**config.mk**
```make
export PLATFORM = sky130hd
export DESIGN_NAME = caseless_keyword_line_filter
export DESIGN_NICKNAME = d
export VERILOG_FILES = /design/src/design/ckwlf_pkg.sv /design/src/design/caseless_keyword_line_filter.sv
export SDC_FILE = /design/constraint.sdc
export NUM_CORES = 1
export LEC_CHECK = 0
export BUFFER_PORTS_ARGS = -buffer_cell sky130_fd_sc_hd__buf_2
export CORE_MARGIN = 1
export CORE_UTILIZATION = 65
export CTS_CLUSTER_DIAMETER = 120
export DETAILED_ROUTE_END_ITERATION = 16
export PLACE_DENSITY = 0.84
export SLEW_MARGIN = 10
export SYNTH_ARGS = -nofsm -noshare
export SYNTH_HDL_FRONTEND = slang
export SYNTH_SLANG_ARGS = --single-unit
```
**constraint.sdc**
```tcl
create_clock -name clk -period 6.3 [get_ports clk]
set_clock_uncertainty 0.05 [all_clocks]
set_input_delay 0.63 -clock clk [delete_from_list [all_inputs] [get_ports clk]]
set_output_delay 0.63 -clock clk [all_outputs]
set_load 0.005 [all_outputs]
```
**src/design/ckwlf_pkg.sv**
```systemverilog
// ----------------------------------------------------------------------------
// ckwlf_pkg
// Shared constants and types for the caseless keyword line filter: the
// keyword list, stored last byte first, and the keyword lengths.
// ----------------------------------------------------------------------------
package ckwlf_pkg;

  localparam int KEY_COUNT = 18;
  localparam int KEY_MAX   = 7;
  localparam int WIN_DEPTH = KEY_MAX - 1;
  localparam int KEY_IDX_W = $clog2(KEY_COUNT);
  localparam int KEY_LEN_W = $clog2(KEY_MAX + 1);

  localparam logic [7:0] FOLD_LO     = 8'h41;  // 'A'
  localparam logic [7:0] FOLD_HI     = 8'h5A;  // 'Z'
  localparam logic [7:0] FOLD_OFFSET = 8'h20;

  // byte j of an entry is the keyword's byte j places before its last one
  typedef logic [KEY_MAX-1:0][7:0] key_text_t;
  typedef logic [KEY_LEN_W-1:0]    key_len_t;
  typedef logic [KEY_IDX_W-1:0]    key_idx_t;
  typedef logic [KEY_COUNT-1:0]    key_hits_t;

  localparam key_text_t KEY_TEXT [KEY_COUNT] = '{
    key_text_t'("audio"),
    key_text_t'("snd"),
    key_text_t'("audsrv"),
    key_text_t'("libsd"),
    key_text_t'("iwad"),
    key_text_t'("build"),
    key_text_t'("game:"),
    key_text_t'("error"),
    key_text_t'(">>>"),
    key_text_t'("==="),
    key_text_t'("opl"),
    key_text_t'("music"),
    key_text_t'("adlib"),
    key_text_t'("genmidi"),
    key_text_t'("midi"),
    key_text_t'("dude"),
    key_text_t'("spu"),
    key_text_t'("menu")
  };

  localparam key_len_t KEY_LEN [KEY_COUNT] = '{
    key_len_t'(5), key_len_t'(3), key_len_t'(6), key_len_t'(5),
    key_len_t'(4), key_len_t'(5), key_len_t'(5), key_len_t'(5),
    key_len_t'(3), key_len_t'(3), key_len_t'(3), key_len_t'(5),
    key_len_t'(5), key_len_t'(7), key_len_t'(4), key_len_t'(4),
    key_len_t'(3), key_len_t'(4)
  };

endpackage

```
**src/design/caseless_keyword_line_filter.sv**
```systemverilog
// ----------------------------------------------------------------------------
// caseless_keyword_line_filter
// Case-insensitive search for eighteen fixed keywords in byte payloads, with
// one verdict beat per payload.
// ----------------------------------------------------------------------------
// Takes one payload byte per beat on the src channel, payload_end marking the
// last byte, and gives one beat on the res channel per payload: line_wanted is
// set if any keyword occurred (letters A..Z fold to lower case, other bytes
// compare as they are) and first_key_index names the first keyword in list
// order that occurred, 0 when none did. A byte is accepted every cycle while
// the result register is free or being drained; a payload end only waits when
// the previous verdict is still stalled on res. The last byte waits in the
// input register, then the window compare and hit update feed the result
// register that drives res. No match spans two payloads: window and hit
// bits clear on every payload end. No clearing pass after reset.
module caseless_keyword_line_filter (
  input  logic                     clk,
  input  logic                     rst,
  input  logic                     src_valid,
  output logic                     src_stall,
  input  logic [7:0]               data_byte,
  input  logic                     payload_end,
  output logic                     res_valid,
  input  logic                     res_stall,
  output logic                     line_wanted,
  output ckwlf_pkg::key_idx_t      first_key_index
);
  import ckwlf_pkg::*;

  // input register
  logic       s1_valid;
  logic [7:0] s1_byte;     // already folded
  logic       s1_end;

  // per-payload state
  logic [WIN_DEPTH-1:0][7:0] window;   // index 0 is the newest byte
  key_hits_t                 hits;

  logic                    src_accept;
  logic                    s1_adv;
  logic [7:0]              byte_folded;
  logic [KEY_MAX-1:0][7:0] view;
  key_hits_t               hits_now;
  key_hits_t               hits_next;
  logic                    wanted_next;
  key_idx_t                first_next;

  // stage 1 moves on unless it holds a payload end and the verdict
  // register is still full and stalled
  assign s1_adv     = !s1_end || !res_valid || !res_stall;
  assign src_stall  = s1_valid && !s1_adv;
  assign src_accept = src_valid && !src_stall;

  // case fold on the way in
  always_comb begin
    byte_folded = data_byte;
    if (data_byte inside {[FOLD_LO:FOLD_HI]}) begin
      byte_folded = data_byte + FOLD_OFFSET;
    end
  end

  // current byte followed by the history, oldest last
  always_comb begin
    view[0] = s1_byte;
    for (int j = 1; j < KEY_MAX; j++) begin
      view[j] = window[j-1];
    end
  end

  // parallel keyword compare: byte j of the view against the keyword byte
  // j places before its end, for j below the keyword length
  always_comb begin
    for (int k = 0; k < KEY_COUNT; k++) begin
      hits_now[k] = 1'b1;
      for (int j = 0; j < KEY_MAX; j++) begin
        if (KEY_LEN_W'(j) < KEY_LEN[k] && view[j] != KEY_TEXT[k][j]) begin
          hits_now[k] = 1'b0;
        end
      end
    end
  end

  assign hits_next = hits | hits_now;

  // lowest set hit wins
  always_comb begin
    wanted_next = |hits_next;
    first_next  = '0;
    for (int k = KEY_COUNT - 1; k >= 0; k--) begin
      if (hits_next[k]) begin
        first_next = KEY_IDX_W'(k);
      end
    end
  end

  // control state
  always_ff @(posedge clk) begin
    if (rst) begin
      s1_valid  <= 1'b0;
      res_valid <= 1'b0;
      window    <= '0;
      hits      <= '0;
    end else begin
      if (src_accept) begin
        s1_valid <= 1'b1;
      end else if (s1_adv) begin
        s1_valid <= 1'b0;
      end

      if (s1_valid && s1_adv && s1_end) begin
        res_valid <= 1'b1;
      end else if (!res_stall) begin
        res_valid <= 1'b0;
      end

      // window and sticky hits follow each byte leaving stage 1
      if (s1_valid && s1_adv) begin
        if (s1_end) begin
          window <= '0;
          hits   <= '0;
        end else begin
          window <= {window[WIN_DEPTH-2:0], s1_byte};
          hits   <= hits_next;
        end
      end
    end
  end

  // payload registers
  always_ff @(posedge clk) begin
    if (src_accept) begin
      s1_byte <= byte_folded;
      s1_end  <= payload_end;
    end
    if (s1_valid && s1_adv && s1_end) begin
      line_wanted     <= wanted_next;
      first_key_index <= first_next;
    end
  end

endmodule

```
==> results.py <==
metrics = {
    "final_layout": {
        "multi_input_area_um2": 1940,
        "ff_latch_area_um2": 1810,
        "areaGrowthSynthToFinish_pct": 8.34,
        "n_antenna_cell": 0,
        "fill_cells": 400,
        "stdcell_area_um2": 4210,
        "drive_above_1_share_pct": 10.5,
        "nNetsFinal": 447,
    },
    "setup_path": {
        "cp.required_ns": 6.35,
        "critPathLaunchType": "flop",
        "cp_slowest_cell": "dfxtp_1",
        "crit_chain": "nor3b_1 -> or4b_1 -> nor3_1 -> a21oi_1 -> nand4_1 -> or3_1 -> a21oi_1",
        "crit_top_cell": "a21oi_1",
        "worstPathMaxFanout": 12,
        "rrSetupSlack_ns": 3.52,
        "cp-end-kind": "flop",
        "path_class": "flop to flop",
        "path_buf_inv": 0,
        "worst_ep_arrival_time_ns": 2.84,
        "cp_top_family": "simple AND/OR/NAND/NOR gates",
        "crit_path_max_incr_delay_ns": 0.63,
    },
    "power_and_ir_drop": {
        "peakVddDrop_uv": 133,
        "p_per_area_nw_per_um2": 238,
        "p_leak_nw": 1.51,
    },
    "yosys": {
        "synth_cell_types": 52,
        "synth-seq-area-share_pct": 46.6,
        "synthArstFlopShare_pct": 0,
        "ys.flop_type": "dfxtp_1",
        "syn_inst": 425,
        "synth_area_um2": 3880,
        "synth-edff-count": 15,
        "ys_ff_latch": 83,
        "syn_nets": 439,
        "avgSynthCellArea_um2": 9.14,
        "ys.warnings.count": 0,
    },
    "clock_network": {
        "cts_buffer_depth": 2,
        "postCtsSetupBuffers": 0,
        "cts.repair.resized": 0,
        "cts_root_buf": "clkbuf_8",
        "hold_buffers": 0,
        "htree_levels": 3,
        "cts_sinks": 83,
        "cts_buffers": 9,
        "path_clk_slew_ns": 0.09,
        "cts_tree": "built",
        "clk_latency_ns": 0.35,
    },
    "timing": {
        "hold_violations": 0,
        "tightest_slew_ns": 1.01,
        "min_period_over_period_pct": 44.2,
        "period_minus_slack_ns": 2.78,
        "drv_slew": 0,
        "max_slew_margin_pct": 32.2,
        "max_clock_freq_mhz": 359,
        "rsz0062_at_grt": "no",
        "fin_ws_ns": 3.52,
        "fin_setup_tns_ns": 0,
        "setup_viol": 0,
    },
    "drt": {
        "drc": 0,
        "dr_total_vias": 3550,
        "vias_per_cell": 6.96,
        "ant_nets": 0,
        "routed_wl_um": 10100,
        "drt_iter0_drc": 488,
        "wl_per_cell_um": 19.9,
        "dr.pass1.iters": 5,
    },
    "die": {
        "io_pins": 21,
        "dieArea_um2": 6290,
        "initial_core_util_pct": 68.8,
        "row_count": 27,
        "die_y_um": 79.3,
        "die_x_um": 79.3,
        "core_um2": 5640,
    },
    "placed_design": {
        "placed_area_um2": 3990,
        "place.gp.congestion": 0.999,
        "dp_hpwl_um": 7140,
        "port_buffers": 20,
        "dp_worst_setup_slack_ns": 3.62,
    },
    "global_route": {
        "grt_overflow": 0,
        "grt_pass1_vias": 3176,
        "grt_max_degree": 53,
        "grtUsageTotal_pct": 34.0,
        "grt_pass1_wl_um": 16100,
        "antenna_found_initial": 0,
    },
    "outcome": {
        "outcome": "completed",
    },
    "flow_run": {
        "drv_cap": 0,
    },
    "worst_hold_path": {
        "hp-class": "primary input to flop",
    },
}
==> cell families (layout without fill, tap and decap cells) <==
logic type	count (synthesis)	count (layout)	synth area share, %
flops	83	83	46.6
fa+ha+maj	1	1	0.322
buf+inv	36	49	3.58
compound gates	104	104	19.9
simple gates	201	201	29.6
==> worst register-to-register path, cell delays in order, from the launching register on <==
cell and delay (ns):
dfxtp_1 0.63, nor3b_1 0.30, or4b_1 0.54, nor3_1 0.40, a21oi_1 0.24, nand4_1 0.17, or3_1 0.16, a21oi_1 0.05
==> cells in the final DEF (no fill, tap or decap), types with 5 or more instances in the layout <==
cell        n
nor2_1     73
dfxtp_1    68
a22oi_1    48
nand2_1    23
buf_2      20
nor4_1     15
edfxtp_1   15
o21ai_0    14
nor3_1     13
a21oi_1    12
inv_1      11
nand4b_1   10
clkbuf_8   10
nand2b_1    8
nand4_1     5
nand3_1     5
or4_1       5
nand4bb_1   5
o211a_1     5
==> cell type report <==
cell class / instances / share of cell area (%)
Tap cell: 72 / 2.14
Sequential cell: 83 / 43.1
Clock buffer: 13 / 4.04
Inverter: 11 / 0.981
Clock inverter: 3 / 1.04
Multi-Input combinational cell: 306 / 46.0
Timing Repair Buffer: 22 / 2.74
==> per-layer routing <==
metal  routed length, µm  vias up  GRT usage [%]
met5                   0        -              0
met1                4190     1681           45.4
li1                    -     1641              -
met4                 317        0           16.7
met3                 949       34           5.86
met2                4690      194           53.1
==> final timing paths <==
| kind | start | end | cells after the start |
|---|---|---|---|
| worst max-delay path | view[8] | first_key_index[3] | 7 |
| worst min-delay path | payload_end | s1_end | 1 |
| worst max register to register | view[8] | first_key_index[3] | 7 |
| worst min register to register | view[52] | view[52] | 2 |
==> report_power, final <==
| group | leakage [nW] | switching [mW] | total (mW) | internal, mW |
|---|---|---|---|---|
| combinational | 0.702 | 0.0284 | 0.0408 | 0.0124 |
| sequential | 0.699 | 0.0102 | 0.556 | 0.546 |
| clock | 0.109 | 0.186 | 0.405 | 0.219 |
| total | 1.51 | 0.225 | 1.00 | 0.777 |
==> sequential cells by signal, summed over array words and instances, names as in the netlist <==
name and cells:
line_wanted 1, view 48, s1_byte 8, s1_valid 1
s1_end 1, hits 18, res_valid 1, first_key_index 5
==> stage by stage <==
stage               util, %  hold WS (ns)  instances  total power [mW]
floorplan                 -         0.419        425             0.593
global placement       70.8         0.434        494             0.607
detailed placement     70.8         0.444        494             0.608
CTS                    74.6         0.396        510              1.00
global route           74.6         0.391        510              1.03
finish                 74.6         0.406        510              1.00
==> cells in the mapped netlist, types with 8 or more instances <==
cell,instances,area (µm²)
a21oi_1,12,60.1
a22oi_1,48,360
clkbuf_1,18,67.6
dfxtp_1,68,1360
edfxtp_1,15,450
inv_1,11,41.3
nand2_1,23,86.3
nand2b_1,8,50.1
nand4b_1,10,87.6
nor2_1,73,274
nor3_1,13,65.1
nor4_1,15,93.8
o21ai_0,14,70.1
Power figures use the tool's default switching activity.
